**src/rtl/untenc_pkg.sv**
```systemverilog
`timescale 1ns / 1ps

package untenc_pkg;

  // Storage sizes
  localparam int unsigned MaxUriChars   = 256;
  localparam int unsigned MaxComponents = 128;

  localparam int unsigned CharIdxW = (MaxUriChars > 1) ? $clog2(MaxUriChars) : 1;
  localparam int unsigned CharCntW = $clog2(MaxUriChars + 1);
  localparam int unsigned CompIdxW = (MaxComponents > 1) ? $clog2(MaxComponents) : 1;
  localparam int unsigned CompCntW = $clog2(MaxComponents + 1);
  localparam int unsigned CurLenW  = 8;
  // encoded name body never exceeds a few hundred bytes
  localparam int unsigned TotW     = 10;
  localparam int unsigned SpaceW   = 10;
  localparam int unsigned PAddrW   = 4;
  localparam int unsigned PDataW   = 32;
  localparam int unsigned WordBytes = 8;

  // Characters and TLV markers
  localparam logic [7:0] CharSlash   = 8'h2F;
  localparam logic [7:0] CharPercent = 8'h25;
  localparam logic [7:0] VarMarker   = 8'hFD;
  localparam logic [TotW-1:0] VarLimit = TotW'(253);

  // Register reset values
  localparam logic [7:0]        NameTypeRst = 8'd7;
  localparam logic [7:0]        CompTypeRst = 8'd8;
  localparam logic [SpaceW-1:0] SpaceRst    = SpaceW'(1023);

  typedef enum logic [1:0] {
    RegNameType = 2'd0,
    RegCompType = 2'd1,
    RegSpace    = 2'd2
  } reg_idx_e;

  typedef struct packed {
    logic [7:0] uri_char;
    logic       last_char;
  } in_beat_t;

  typedef struct packed {
    logic [63:0] out_word;
    logic [3:0]  byte_count;
    logic        last_word;
    logic        status;
  } out_beat_t;

  typedef enum logic [1:0] {
    TokByte,
    TokFlush,
    TokFail
  } tok_kind_e;

  typedef struct packed {
    tok_kind_e  kind;
    logic [7:0] data;
  } tok_t;

  // Summary of a parsed URI, handed from parser to emitter
  typedef struct packed {
    logic                fail;
    logic [TotW-1:0]     total;
    logic [CompCntW-1:0] comp_count;
  } job_t;

  typedef struct packed {
    logic [7:0]        name_type;
    logic [7:0]        comp_type;
    logic [SpaceW-1:0] space;
  } cfg_t;

  function automatic logic is_hex(input logic [7:0] c);
    return ((c >= 8'h30) && (c <= 8'h39)) ||
           ((c >= 8'h61) && (c <= 8'h66)) ||
           ((c >= 8'h41) && (c <= 8'h46));
  endfunction

  function automatic logic [3:0] hex_value(input logic [7:0] c);
    logic [7:0] v;
    v = 8'd0;
    if ((c >= 8'h30) && (c <= 8'h39)) v = c - 8'h30;
    else if ((c >= 8'h61) && (c <= 8'h66)) v = c - 8'h57;
    else if ((c >= 8'h41) && (c <= 8'h46)) v = c - 8'h37;
    return v[3:0];
  endfunction

  // Bytes of one component TLV: type, length field, value
  function automatic logic [TotW-1:0] comp_size(input logic [CurLenW-1:0] len);
    logic [TotW-1:0] ext;
    ext = TotW'(len);
    return (ext < VarLimit) ? ext + TotW'(2) : ext + TotW'(4);
  endfunction

  // Bytes of the whole name TLV
  function automatic logic [TotW:0] name_size(input logic [TotW-1:0] total);
    logic [TotW:0] ext;
    ext = {1'b0, total};
    return (total < VarLimit) ? ext + (TotW+1)'(2) : ext + (TotW+1)'(4);
  endfunction

endpackage

```
**src/rtl/uri_name_to_tlv_encoder_core.sv**
```systemverilog
`timescale 1ns / 1ps

// Name URI to TLV encoder. Characters of a slash-separated URI arrive one
// beat per cycle while in_stall_o is low (the last flagged) and are checked
// and written into a 256-entry character memory, while closing slashes and
// the end of the URI write each component's length into a 128-entry length
// memory. After the last beat the input stalls through closing, size check
// and hand-off, then a sequencer reads both memories back through their
// registered read ports and packs the TLV name into 8-byte output beats; a
// malformed, oversized or unfittable URI yields a single failure beat
// instead. The input stays stalled after the last beat until the whole name
// has been emitted, including any time the output is held off.
// Type and space registers sit on an APB port at byte addresses 0, 4 and 8.
module uri_name_to_tlv_encoder_core (
  input  logic                          clk_i,
  input  logic                          rst_ni,
  input  logic                          in_valid_i,
  output logic                          in_stall_o,
  input  untenc_pkg::in_beat_t          in_data_i,
  output logic                          out_valid_o,
  input  logic                          out_stall_i,
  output untenc_pkg::out_beat_t         out_data_o,
  input  logic                          psel,
  input  logic                          penable,
  input  logic                          pwrite,
  input  logic [untenc_pkg::PAddrW-1:0] paddr,
  input  logic [untenc_pkg::PDataW-1:0] pwdata,
  output logic [untenc_pkg::PDataW-1:0] prdata,
  output logic                          pready
);
  import untenc_pkg::*;

  cfg_t                cfg_q;
  reg_idx_e            reg_idx;
  logic                char_we;
  logic [CharIdxW-1:0] char_waddr;
  logic [7:0]          char_wdata;
  logic [CharIdxW-1:0] char_raddr;
  logic [7:0]          char_rdata;
  logic                len_we;
  logic [CompIdxW-1:0] len_waddr;
  logic [CurLenW-1:0]  len_wdata;
  logic [CompIdxW-1:0] len_raddr;
  logic [CurLenW-1:0]  len_rdata;
  logic                start;
  job_t                job;
  logic                done;
  logic                tok_valid;
  logic                tok_ready;
  tok_t                tok;

  // Configuration registers
  assign pready  = 1'b1;
  assign reg_idx = reg_idx_e'(paddr[3:2]);

  always_ff @(posedge clk_i or negedge rst_ni) begin
    if (!rst_ni) begin
      cfg_q <= '{name_type: NameTypeRst, comp_type: CompTypeRst, space: SpaceRst};
    end else if (psel && penable && pwrite && pready) begin
      unique case (reg_idx)
        RegNameType: cfg_q.name_type <= pwdata[7:0];
        RegCompType: cfg_q.comp_type <= pwdata[7:0];
        RegSpace:    cfg_q.space     <= pwdata[SpaceW-1:0];
        default: ;
      endcase
    end
  end

  always_comb begin
    unique case (reg_idx)
      RegNameType: prdata = PDataW'(cfg_q.name_type);
      RegCompType: prdata = PDataW'(cfg_q.comp_type);
      RegSpace:    prdata = PDataW'(cfg_q.space);
      default:     prdata = '0;
    endcase
  end

  // Input checking and store writes
  untenc_parse u_parse (
    .clk_i        (clk_i),
    .rst_ni       (rst_ni),
    .in_valid_i   (in_valid_i),
    .in_stall_o   (in_stall_o),
    .in_data_i    (in_data_i),
    .space_i      (cfg_q.space),
    .char_we_o    (char_we),
    .char_waddr_o (char_waddr),
    .char_wdata_o (char_wdata),
    .len_we_o     (len_we),
    .len_waddr_o  (len_waddr),
    .len_wdata_o  (len_wdata),
    .start_o      (start),
    .job_o        (job),
    .done_i       (done)
  );

  // Character and component length memories
  untenc_ram #(
    .Depth (MaxUriChars),
    .DataW (8)
  ) u_char_ram (
    .clk_i   (clk_i),
    .we_i    (char_we),
    .waddr_i (char_waddr),
    .wdata_i (char_wdata),
    .raddr_i (char_raddr),
    .rdata_o (char_rdata)
  );

  untenc_ram #(
    .Depth (MaxComponents),
    .DataW (CurLenW)
  ) u_len_ram (
    .clk_i   (clk_i),
    .we_i    (len_we),
    .waddr_i (len_waddr),
    .wdata_i (len_wdata),
    .raddr_i (len_raddr),
    .rdata_o (len_rdata)
  );

  // Readback sequencer
  untenc_emit u_emit (
    .clk_i        (clk_i),
    .rst_ni       (rst_ni),
    .start_i      (start),
    .job_i        (job),
    .name_type_i  (cfg_q.name_type),
    .comp_type_i  (cfg_q.comp_type),
    .char_raddr_o (char_raddr),
    .char_rdata_i (char_rdata),
    .len_raddr_o  (len_raddr),
    .len_rdata_i  (len_rdata),
    .tok_valid_o  (tok_valid),
    .tok_ready_i  (tok_ready),
    .tok_o        (tok),
    .done_o       (done)
  );

  // Word packing and output register
  untenc_pack u_pack (
    .clk_i       (clk_i),
    .rst_ni      (rst_ni),
    .tok_valid_i (tok_valid),
    .tok_i       (tok),
    .tok_ready_o (tok_ready),
    .out_valid_o (out_valid_o),
    .out_stall_i (out_stall_i),
    .out_data_o  (out_data_o)
  );

endmodule

```
**src/rtl/untenc_ram.sv**
```systemverilog
`timescale 1ns / 1ps

module untenc_ram #(
  parameter int unsigned  Depth = 256,
  parameter int unsigned  DataW = 8,
  localparam int unsigned AddrW = (Depth > 1) ? $clog2(Depth) : 1
) (
  input  logic             clk_i,
  input  logic             we_i,
  input  logic [AddrW-1:0] waddr_i,
  input  logic [DataW-1:0] wdata_i,
  input  logic [AddrW-1:0] raddr_i,
  output logic [DataW-1:0] rdata_o
);

  logic [DataW-1:0] mem_q [Depth];
  logic [DataW-1:0] rdata_q;

  // one write port, one registered read port
  always_ff @(posedge clk_i) begin
    if (we_i) begin
      mem_q[waddr_i] <= wdata_i;
    end
    rdata_q <= mem_q[raddr_i];
  end

  assign rdata_o = rdata_q;

endmodule

```
**src/rtl/untenc_parse.sv**
```systemverilog
`timescale 1ns / 1ps

module untenc_parse (
  input  logic                          clk_i,
  input  logic                          rst_ni,
  input  logic                          in_valid_i,
  output logic                          in_stall_o,
  input  untenc_pkg::in_beat_t          in_data_i,
  input  logic [untenc_pkg::SpaceW-1:0] space_i,
  output logic                          char_we_o,
  output logic [untenc_pkg::CharIdxW-1:0] char_waddr_o,
  output logic [7:0]                    char_wdata_o,
  output logic                          len_we_o,
  output logic [untenc_pkg::CompIdxW-1:0] len_waddr_o,
  output logic [untenc_pkg::CurLenW-1:0]  len_wdata_o,
  output logic                          start_o,
  output untenc_pkg::job_t              job_o,
  input  logic                          done_i
);
  import untenc_pkg::*;

  typedef enum logic [2:0] {
    P_LOAD,
    P_CLOSE,
    P_CHECK,
    P_START,
    P_WAIT
  } parse_state_e;

  typedef enum logic [1:0] {
    EscNone,
    EscFirst,
    EscSecond
  } esc_e;

  parse_state_e        state_q, state_d;
  logic [CharCntW-1:0] count_q, count_d;
  logic [CurLenW-1:0]  cur_q, cur_d;
  logic [CompCntW-1:0] comps_q, comps_d;
  logic [TotW-1:0]     total_q, total_d;
  esc_e                esc_q, esc_d;
  logic                err_q, err_d;
  logic                close_req;
  logic [7:0]          c;

  assign c = in_data_i.uri_char;

  // Character checks, component close and final size check
  always_comb begin
    state_d   = state_q;
    count_d   = count_q;
    cur_d     = cur_q;
    comps_d   = comps_q;
    total_d   = total_q;
    esc_d     = esc_q;
    err_d     = err_q;
    close_req = 1'b0;
    char_we_o = 1'b0;
    len_we_o  = 1'b0;

    unique case (state_q)
      P_LOAD: begin
        if (in_valid_i) begin
          if (!err_q) begin
            if (count_q >= CharCntW'(MaxUriChars)) begin
              err_d = 1'b1;
            end else begin
              char_we_o = 1'b1;
              count_d   = count_q + CharCntW'(1);
              if (count_q == '0) begin
                if (c != CharSlash) err_d = 1'b1;
              end else if (esc_q != EscNone) begin
                if (!is_hex(c)) err_d = 1'b1;
                else esc_d = (esc_q == EscFirst) ? EscSecond : EscNone;
              end else if (c == CharSlash) begin
                if (cur_q == '0) err_d = 1'b1;
                else close_req = 1'b1;
              end else begin
                if (cur_q == '1) err_d = 1'b1;
                else cur_d = cur_q + CurLenW'(1);
                if (c == CharPercent) esc_d = EscFirst;
              end
            end
          end
          if (in_data_i.last_char) state_d = P_CLOSE;
        end
      end
      P_CLOSE: begin
        // URI ended inside an escape, or a final component is still open
        if (esc_q != EscNone) err_d = 1'b1;
        else if (!err_q && (cur_q != '0)) close_req = 1'b1;
        state_d = P_CHECK;
      end
      P_CHECK: begin
        if (!err_q && (name_size(total_q) > {1'b0, space_i})) err_d = 1'b1;
        state_d = P_START;
      end
      P_START: begin
        state_d = P_WAIT;
      end
      P_WAIT: begin
        if (done_i) begin
          count_d = '0;
          cur_d   = '0;
          comps_d = '0;
          total_d = '0;
          esc_d   = EscNone;
          err_d   = 1'b0;
          state_d = P_LOAD;
        end
      end
      default: state_d = P_LOAD;
    endcase

    // component close: record its length and grow the name length
    if (close_req) begin
      if (comps_q >= CompCntW'(MaxComponents)) begin
        err_d = 1'b1;
      end else begin
        len_we_o = 1'b1;
        comps_d  = comps_q + CompCntW'(1);
        total_d  = total_q + comp_size(cur_q);
        cur_d    = '0;
      end
    end
  end

  assign char_waddr_o = count_q[CharIdxW-1:0];
  assign char_wdata_o = c;
  assign len_waddr_o  = comps_q[CompIdxW-1:0];
  assign len_wdata_o  = cur_q;
  assign in_stall_o   = (state_q != P_LOAD);
  assign start_o      = (state_q == P_START);
  assign job_o        = '{fail: err_q, total: total_q, comp_count: comps_q};

  always_ff @(posedge clk_i or negedge rst_ni) begin
    if (!rst_ni) begin
      state_q <= P_LOAD;
      count_q <= '0;
      cur_q   <= '0;
      comps_q <= '0;
      total_q <= '0;
      esc_q   <= EscNone;
      err_q   <= 1'b0;
    end else begin
      state_q <= state_d;
      count_q <= count_d;
      cur_q   <= cur_d;
      comps_q <= comps_d;
      total_q <= total_d;
      esc_q   <= esc_d;
      err_q   <= err_d;
    end
  end

endmodule

```
**src/rtl/untenc_emit.sv**
```systemverilog
`timescale 1ns / 1ps

module untenc_emit (
  input  logic                            clk_i,
  input  logic                            rst_ni,
  input  logic                            start_i,
  input  untenc_pkg::job_t                job_i,
  input  logic [7:0]                      name_type_i,
  input  logic [7:0]                      comp_type_i,
  output logic [untenc_pkg::CharIdxW-1:0] char_raddr_o,
  input  logic [7:0]                      char_rdata_i,
  output logic [untenc_pkg::CompIdxW-1:0] len_raddr_o,
  input  logic [untenc_pkg::CurLenW-1:0]  len_rdata_i,
  output logic                            tok_valid_o,
  input  logic                            tok_ready_i,
  output untenc_pkg::tok_t                tok_o,
  output logic                            done_o
);
  import untenc_pkg::*;

  typedef enum logic [3:0] {
    E_IDLE,
    E_FAIL,
    E_NTYPE,
    E_VAR,
    E_COMP,
    E_CLEN,
    E_CTYPE,
    E_CHAR,
    E_CRD,
    E_EW1,
    E_EHI,
    E_EW2,
    E_ELO,
    E_FLUSH
  } emit_state_e;

  emit_state_e         state_q, state_d;
  job_t                job_q, job_d;
  logic [TotW-1:0]     var_val_q, var_val_d;
  logic [1:0]          var_step_q, var_step_d;
  logic                var_comp_q, var_comp_d;
  logic [CompCntW-1:0] idx_q, idx_d;
  logic [CurLenW-1:0]  len_q, len_d;
  logic [CharCntW-1:0] k_q, k_d;
  logic [3:0]          hi_q, hi_d;
  logic                done_q, done_d;
  logic                var_short;

  assign var_short = (var_val_q < VarLimit);

  // Byte sequencer over the two stores
  always_comb begin
    state_d     = state_q;
    job_d       = job_q;
    var_val_d   = var_val_q;
    var_step_d  = var_step_q;
    var_comp_d  = var_comp_q;
    idx_d       = idx_q;
    len_d       = len_q;
    k_d         = k_q;
    hi_d        = hi_q;
    done_d      = 1'b0;
    tok_valid_o = 1'b0;
    tok_o       = '{kind: TokByte, data: 8'd0};

    unique case (state_q)
      E_IDLE: begin
        if (start_i) begin
          job_d   = job_i;
          k_d     = CharCntW'(1);
          idx_d   = '0;
          state_d = job_i.fail ? E_FAIL : E_NTYPE;
        end
      end
      E_FAIL: begin
        tok_valid_o = 1'b1;
        tok_o.kind  = TokFail;
        if (tok_ready_i) begin
          done_d  = 1'b1;
          state_d = E_IDLE;
        end
      end
      E_NTYPE: begin
        tok_valid_o = 1'b1;
        tok_o.data  = name_type_i;
        if (tok_ready_i) begin
          var_val_d  = job_q.total;
          var_step_d = 2'd0;
          var_comp_d = 1'b0;
          state_d    = E_VAR;
        end
      end
      E_VAR: begin
        // one byte below 253, else marker and two bytes big-endian
        tok_valid_o = 1'b1;
        case (var_step_q)
          2'd0:    tok_o.data = var_short ? var_val_q[7:0] : VarMarker;
          2'd1:    tok_o.data = 8'(var_val_q >> 8);
          default: tok_o.data = var_val_q[7:0];
        endcase
        if (tok_ready_i) begin
          if (((var_step_q == 2'd0) && var_short) || (var_step_q == 2'd2)) begin
            state_d = var_comp_q ? E_CHAR : E_COMP;
          end else begin
            var_step_d = var_step_q + 2'd1;
          end
        end
      end
      E_COMP: begin
        state_d = (idx_q == job_q.comp_count) ? E_FLUSH : E_CLEN;
      end
      E_CLEN: begin
        len_d   = len_rdata_i;
        state_d = E_CTYPE;
      end
      E_CTYPE: begin
        tok_valid_o = 1'b1;
        tok_o.data  = comp_type_i;
        if (tok_ready_i) begin
          var_val_d  = TotW'(len_q);
          var_step_d = 2'd0;
          var_comp_d = 1'b1;
          state_d    = E_VAR;
        end
      end
      E_CHAR: begin
        if (len_q == '0) begin
          // skip the separating slash
          k_d     = k_q + CharCntW'(1);
          idx_d   = idx_q + CompCntW'(1);
          state_d = E_COMP;
        end else begin
          state_d = E_CRD;
        end
      end
      E_CRD: begin
        if (char_rdata_i == CharPercent) begin
          k_d     = k_q + CharCntW'(1);
          state_d = E_EW1;
        end else begin
          tok_valid_o = 1'b1;
          tok_o.data  = char_rdata_i;
          if (tok_ready_i) begin
            k_d     = k_q + CharCntW'(1);
            len_d   = len_q - CurLenW'(1);
            state_d = E_CHAR;
          end
        end
      end
      E_EW1: begin
        state_d = E_EHI;
      end
      E_EHI: begin
        hi_d    = hex_value(char_rdata_i);
        k_d     = k_q + CharCntW'(1);
        state_d = E_EW2;
      end
      E_EW2: begin
        state_d = E_ELO;
      end
      E_ELO: begin
        tok_valid_o = 1'b1;
        tok_o.data  = {hi_q, hex_value(char_rdata_i)};
        if (tok_ready_i) begin
          k_d     = k_q + CharCntW'(1);
          len_d   = len_q - CurLenW'(1);
          state_d = E_CHAR;
        end
      end
      E_FLUSH: begin
        tok_valid_o = 1'b1;
        tok_o.kind  = TokFlush;
        if (tok_ready_i) begin
          done_d  = 1'b1;
          state_d = E_IDLE;
        end
      end
      default: state_d = E_IDLE;
    endcase
  end

  assign char_raddr_o = k_q[CharIdxW-1:0];
  assign len_raddr_o  = idx_q[CompIdxW-1:0];
  assign done_o       = done_q;

  always_ff @(posedge clk_i or negedge rst_ni) begin
    if (!rst_ni) begin
      state_q    <= E_IDLE;
      job_q      <= '0;
      var_val_q  <= '0;
      var_step_q <= 2'd0;
      var_comp_q <= 1'b0;
      idx_q      <= '0;
      len_q      <= '0;
      k_q        <= '0;
      hi_q       <= 4'd0;
      done_q     <= 1'b0;
    end else begin
      state_q    <= state_d;
      job_q      <= job_d;
      var_val_q  <= var_val_d;
      var_step_q <= var_step_d;
      var_comp_q <= var_comp_d;
      idx_q      <= idx_d;
      len_q      <= len_d;
      k_q        <= k_d;
      hi_q       <= hi_d;
      done_q     <= done_d;
    end
  end

endmodule

```
**src/rtl/untenc_pack.sv**
```systemverilog
`timescale 1ns / 1ps

module untenc_pack (
  input  logic                  clk_i,
  input  logic                  rst_ni,
  input  logic                  tok_valid_i,
  input  untenc_pkg::tok_t      tok_i,
  output logic                  tok_ready_o,
  output logic                  out_valid_o,
  input  logic                  out_stall_i,
  output untenc_pkg::out_beat_t out_data_o
);
  import untenc_pkg::*;

  logic [63:0] acc_q, acc_d;
  logic [3:0]  cnt_q, cnt_d;
  logic        out_valid_q, out_valid_d;
  out_beat_t   out_data_q, out_data_d;
  logic        out_free;
  logic        need_emit;

  // A full word is held back until the next byte shows it is not the last.
  always_comb begin
    out_free    = !out_valid_q || !out_stall_i;
    need_emit   = (tok_i.kind != TokByte) || (cnt_q == 4'(WordBytes));
    tok_ready_o = !need_emit || out_free;

    acc_d       = acc_q;
    cnt_d       = cnt_q;
    out_valid_d = out_valid_q && out_stall_i;
    out_data_d  = out_data_q;

    if (tok_valid_i && tok_ready_o) begin
      case (tok_i.kind)
        TokByte: begin
          if (cnt_q == 4'(WordBytes)) begin
            out_valid_d = 1'b1;
            out_data_d  = '{out_word: acc_q, byte_count: cnt_q,
                            last_word: 1'b0, status: 1'b0};
            acc_d       = 64'(tok_i.data);
            cnt_d       = 4'd1;
          end else begin
            acc_d[{cnt_q[2:0], 3'b000} +: 8] = tok_i.data;
            cnt_d = cnt_q + 4'd1;
          end
        end
        TokFlush: begin
          out_valid_d = 1'b1;
          out_data_d  = '{out_word: acc_q, byte_count: cnt_q,
                          last_word: 1'b1, status: 1'b0};
          acc_d       = '0;
          cnt_d       = 4'd0;
        end
        TokFail: begin
          out_valid_d = 1'b1;
          out_data_d  = '{out_word: 64'd0, byte_count: 4'd0,
                          last_word: 1'b1, status: 1'b1};
          acc_d       = '0;
          cnt_d       = 4'd0;
        end
        default: ;
      endcase
    end
  end

  assign out_valid_o = out_valid_q;
  assign out_data_o  = out_data_q;

  always_ff @(posedge clk_i or negedge rst_ni) begin
    if (!rst_ni) begin
      acc_q       <= '0;
      cnt_q       <= 4'd0;
      out_valid_q <= 1'b0;
      out_data_q  <= '0;
    end else begin
      acc_q       <= acc_d;
      cnt_q       <= cnt_d;
      out_valid_q <= out_valid_d;
      out_data_q  <= out_data_d;
    end
  end

endmodule

```
**config.mk**
```make
export PLATFORM = sky130hd
export DESIGN_NAME = uri_name_to_tlv_encoder_core
export DESIGN_NICKNAME = d
export VERILOG_FILES = /design/src/rtl/untenc_pkg.sv /design/src/rtl/uri_name_to_tlv_encoder_core.sv /design/src/rtl/untenc_ram.sv /design/src/rtl/untenc_parse.sv /design/src/rtl/untenc_emit.sv /design/src/rtl/untenc_pack.sv
export SDC_FILE = /design/constraint.sdc
export NUM_CORES = 2
export LEC_CHECK = 0
export BUFFER_PORTS_ARGS = -buffer_cell sky130_fd_sc_hd__buf_2
export CORE_MARGIN = 2
export CORE_UTILIZATION = 35
export DETAILED_ROUTE_END_ITERATION = 8
export GPL_TIMING_DRIVEN = 0
export PLACE_DENSITY = 0.6
export SYNTH_ARGS = -nofsm -noshare
export SYNTH_HDL_FRONTEND = slang
export SYNTH_SLANG_ARGS = --single-unit
```
**constraint.sdc**
```tcl
create_clock -name clk_i -period 4.85 [get_ports clk_i]
set_clock_uncertainty 0.1 [all_clocks]
set_input_delay 1.2125 -clock clk_i [delete_from_list [all_inputs] [get_ports clk_i]]
set_output_delay 1.2125 -clock clk_i [all_outputs]
set_load 0.02 [all_outputs]
```
==> impl_metrics.csv <==
group,metric,value,unit
synth,ys_ff_latch,3358,
outcome,violations,"max-capacitance violations, max-slew violations, negative setup slack",
worst_setup_path,start_kind,"register",
clock_network,cts_sinks,3358,
synth,synth-simple-area-share,0.0393,
clock_network,ctsHtreeMaxLevel,5,
synth,async_reset_ff_frac,0.0804,
detailed_routing,dr.first_iter.drc_count,9327,
worst_setup_path,cp_num_buf_inv,4,
final_layout,fillers,33300,
placement,routabilityCongestion,0.917,
detailed_routing,avgRoutedWirePerCell,29.7,um
clock_network,clk_latency,920,ps
final_layout,nNetsFinal,7416,
synth,synth_area,132000,um2
floorplanning,die_height,619,um
power,p_clk_frac,0.340,
detailed_routing,drc,0,
sta,slew_viol_final,66,
grt,first_global_vias,70000,
final_layout,syn_to_final_growth,14.3,%
synth,synth.area.mux_share,0.146,
floorplanning,io_pins,157,
sta,clock.fmax,199,MHz
detailed_routing,first_pass_iters,8,
grt,gr-total-overflow,0,
sta,fin_ws,-182,ps
synth,synth_cell_type_count,83,
synth,synthTopCellsByArea,"edfxtp_1 70%, mux4_2 14%, dfrtp_1 4.8%, nor2_1 1.4%, nand2_1 1.1%",
sta,finalSetupTns,-573,ps
final_layout,utilization,0.402,
clock_network,cts_tree,"yes",
final_layout,drive_above_1_share,0.238,
floorplanning,dieWidth,619,um
grt,grt_max_degree,157,
worst_setup_path,critPathCaptureType,"register",
synth,ys_seq_area_frac,0.751,
synth,yosys_warnings,0,
floorplanning,core-area,376000,um2
synth,post-synth-top-count-cell,"edfxtp_1",
sta,min_period_over_period,1.04,
grt,grt_use_total,0.191,
placement,dp_hpwl,250000,um
power,total_leakage_power,48.5,nW
synth,synth_top_family_by_area,"multiplexers",
synth,synth_compound_area_frac,0.0394,
worst_setup_path,cp_slowest_cell,"a211oi_1",
clock_network,clk_path_buf_depth,4,
worst_setup_path,worstPathArrival,5580,ps
synth,synthTopCellsByCount,"3,072 x edfxtp_1, 803 x mux4_2, 482 x nor2_1",
sta,final_hold_viol_count,0,
worst_setup_path,path_cells,"buf_2 > buf_2 > buf_2 > buf_1 > mux4_2 > a22oi_1 > a31oi_1 > a211oi_1 > nor4_2",
synth,synth_top_area_frac,0.697,
synth,synth-xor-area-share,0.00304,
placement,post-place-ws,-1750,ps
floorplanning,num_rows,225,
floorplanning,initial_core_util,0.352,
synth,synth_edf_count,3072,
sta,max_slew_margin,-0.0786,
sta,worst_slew_pin_slew,1620,ps
clock_network,clockRootBuffer,"clkbuf_16",
power,ir_drop,0.302,mV
job,cap_violations,6,
worst_setup_path,crit_fanout,10,
detailed_routing,drtAntennaViolNets,0,
worst_setup_path,crit_path_max_incr_delay,1040,ps
clock_network,cts_buffers,342,
clock_network,path_clk_slew,60,ps
placement,postPlaceCellArea,140000,um2
min_path,min_path_type,"in2async",
sta,layout_min_cycle_time,5030,ps
synth,synth_cells,6807,
detailed_routing,routed_wl,373000,um
sta,rsz0062_at_grt,"yes",
synth,syn_avg_cell_area,19.4,um2
worst_setup_path,cp_top_family,"buffers and inverters",
outcome,outcome,"finished, violations left",
worst_setup_path,cp_data_required_time,5400,ps
synth,synthAdderAreaFrac,0.00497,
sta,setup_violations,6,
power,p_sw_frac,0.301,
detailed_routing,vias_per_cell,5.57,
final_layout,fin_area,151000,um2
power,power.switching,23.0,mW
grt,grt_pass1_wl,525000,um
placement,portBuffers,109,
synth,ys.flop_type,"edfxtp_1",
worst_setup_path,crit_top_cell,"buf_2",
power,intPower,53.4,mW
power,pwr-share-seq,0.432,
power,pwr-share-comb,0.228,
power,p_per_area,505,nW/um2
detailed_routing,vias,70100,
floorplanning,design.die.area,383000,um2
synth,yosysTopAreaCell,"edfxtp_1",
grt,antenna_found_initial,22,
worst_setup_path,crit_type,"reg2reg",
==> kinds of logic (layout without fill, tap and decap cells) <==
family | Yosys count | after routing
AO/OA/AOI/OAI | 771 | 771
XOR/XNOR | 46 | 46
adder cells (fa/ha/maj) | 52 | 52
buffers and inverters | 477 | 1230
flip-flops | 3358 | 3358
multiplexers | 920 | 920
other | 2 | 36
AND/OR/NAND/NOR | 1181 | 1181
==> placed cells by master (no fill, tap or decap), types with 83 or more instances in the layout <==
| cell type | instances |
|---|---|
| nand2_1 | 386 |
| a21oi_1 | 111 |
| buf_2 | 204 |
| mux2i_1 | 85 |
| a22oi_1 | 125 |
| dfrtp_1 | 248 |
| o21ai_0 | 194 |
| mux4_2 | 803 |
| nor2_1 | 402 |
| nand3_1 | 83 |
| a22o_1 | 99 |
| edfxtp_1 | 3072 |
| clkbuf_1 | 257 |
| clkbuf_16 | 351 |
==> final timing paths <==
kind / startpoint / endpoint / slack [ps] / depth (start not counted)
worst min-delay path: rst_ni / u_pack.out_data_o[67] / 170 / 1
max in group asynchronous: rst_ni / u_parse.len_wdata_o[2] / 3380 / 2
worst max register to register: u_emit.k_q[1] / u_char_ram.rdata_o[3] / -180 / 9
worst max-delay path: u_emit.k_q[1] / u_char_ram.rdata_o[3] / -180 / 9
min in group clk_i: u_pack.out_data_o[58] / u_pack.out_data_o[58] / 380 / 2
worst min register to register: u_pack.out_data_o[58] / u_pack.out_data_o[58] / 380 / 2
==> routing by layer <==
metal	global-route usage	wire length (um)
met2	0.307	177000
met3	0.0389	31400
met4	0.0832	18000
met5	0	150
met1	0.252	146000
==> what timing repair did <==
| item | in CTS | in global routing |
|---|---|---|
| hold buffers | 0 | 0 |
| buffers inserted | 7 | 0 |
| endpoints found under the hold margin | 0 | 0 |
| pin swaps | 2 | 0 |
| setup endpoints to repair | 686 | 668 |
| resized for setup | 54 | 82 |
==> stage by stage <==
| stage | std cells | hold WS (ps) | total power, mW |
|---|---|---|---|
| 3_3_place_gp | 11900 | 373 | 50.7 |
| 3_5_place_dp | 12000 | 368 | 50.9 |
| 5_1_grt | 12600 | 214 | 78.6 |
| 6_report | 12600 | 172 | 76.4 |
| 4_1_cts | 12600 | 161 | 76.7 |
| 2_1_floorplan | 6828 | 345 | 43.9 |
==> state kept, by name (all words and copies together) (netlist names), 2 cells and up <==
name,count
u_emit.hi_q,4
u_parse.total_q,10
u_emit.state_q,4
u_pack.acc_q,64
u_char_ram.rdata_o,8
u_char_ram.mem_q,2048
u_pack.out_data_o,70
u_len_ram.mem_q,1024
u_emit.k_q,8
cfg_q,26
u_emit.var_step_q,2
u_len_ram.rdata_o,8
u_parse.len_wdata_o,8
u_parse.state_q,3
u_emit.var_val_q,10
u_emit.job_q,18
u_parse.comps_q,8
u_pack.cnt_q,4
u_emit.len_q,8
u_parse.esc_q,2
u_parse.count_q,9
u_emit.idx_q,8
==> power by group through the flow <==
stage / clock (mW) / combinational, mW / sequential (mW)
2_1_floorplan: 0 / 10.3 / 33.6
3_3_place_gp: 0 / 17.0 / 33.7
3_5_place_dp: 0 / 17.3 / 33.6
4_1_cts: 26.3 / 17.4 / 33.0
5_1_grt: 27.3 / 18.3 / 33.0
6_report: 26.0 / 17.4 / 33.0
==> area by class of cell <==
class	instances	area, um2	area share
multi-input cells	2993	31200	0.206
repair buffers	142	1290	0.00850
plain buffers	421	2060	0.0136
inverters	54	205	0.00136
clock inverters	188	1730	0.0114
diodes	13	32.5	0.000215
well taps	4994	6250	0.0413
flip-flops and latches	3358	99400	0.657
clock buffers	425	9140	0.0604
No activity file was read; power rests on OpenSTA's default activity.
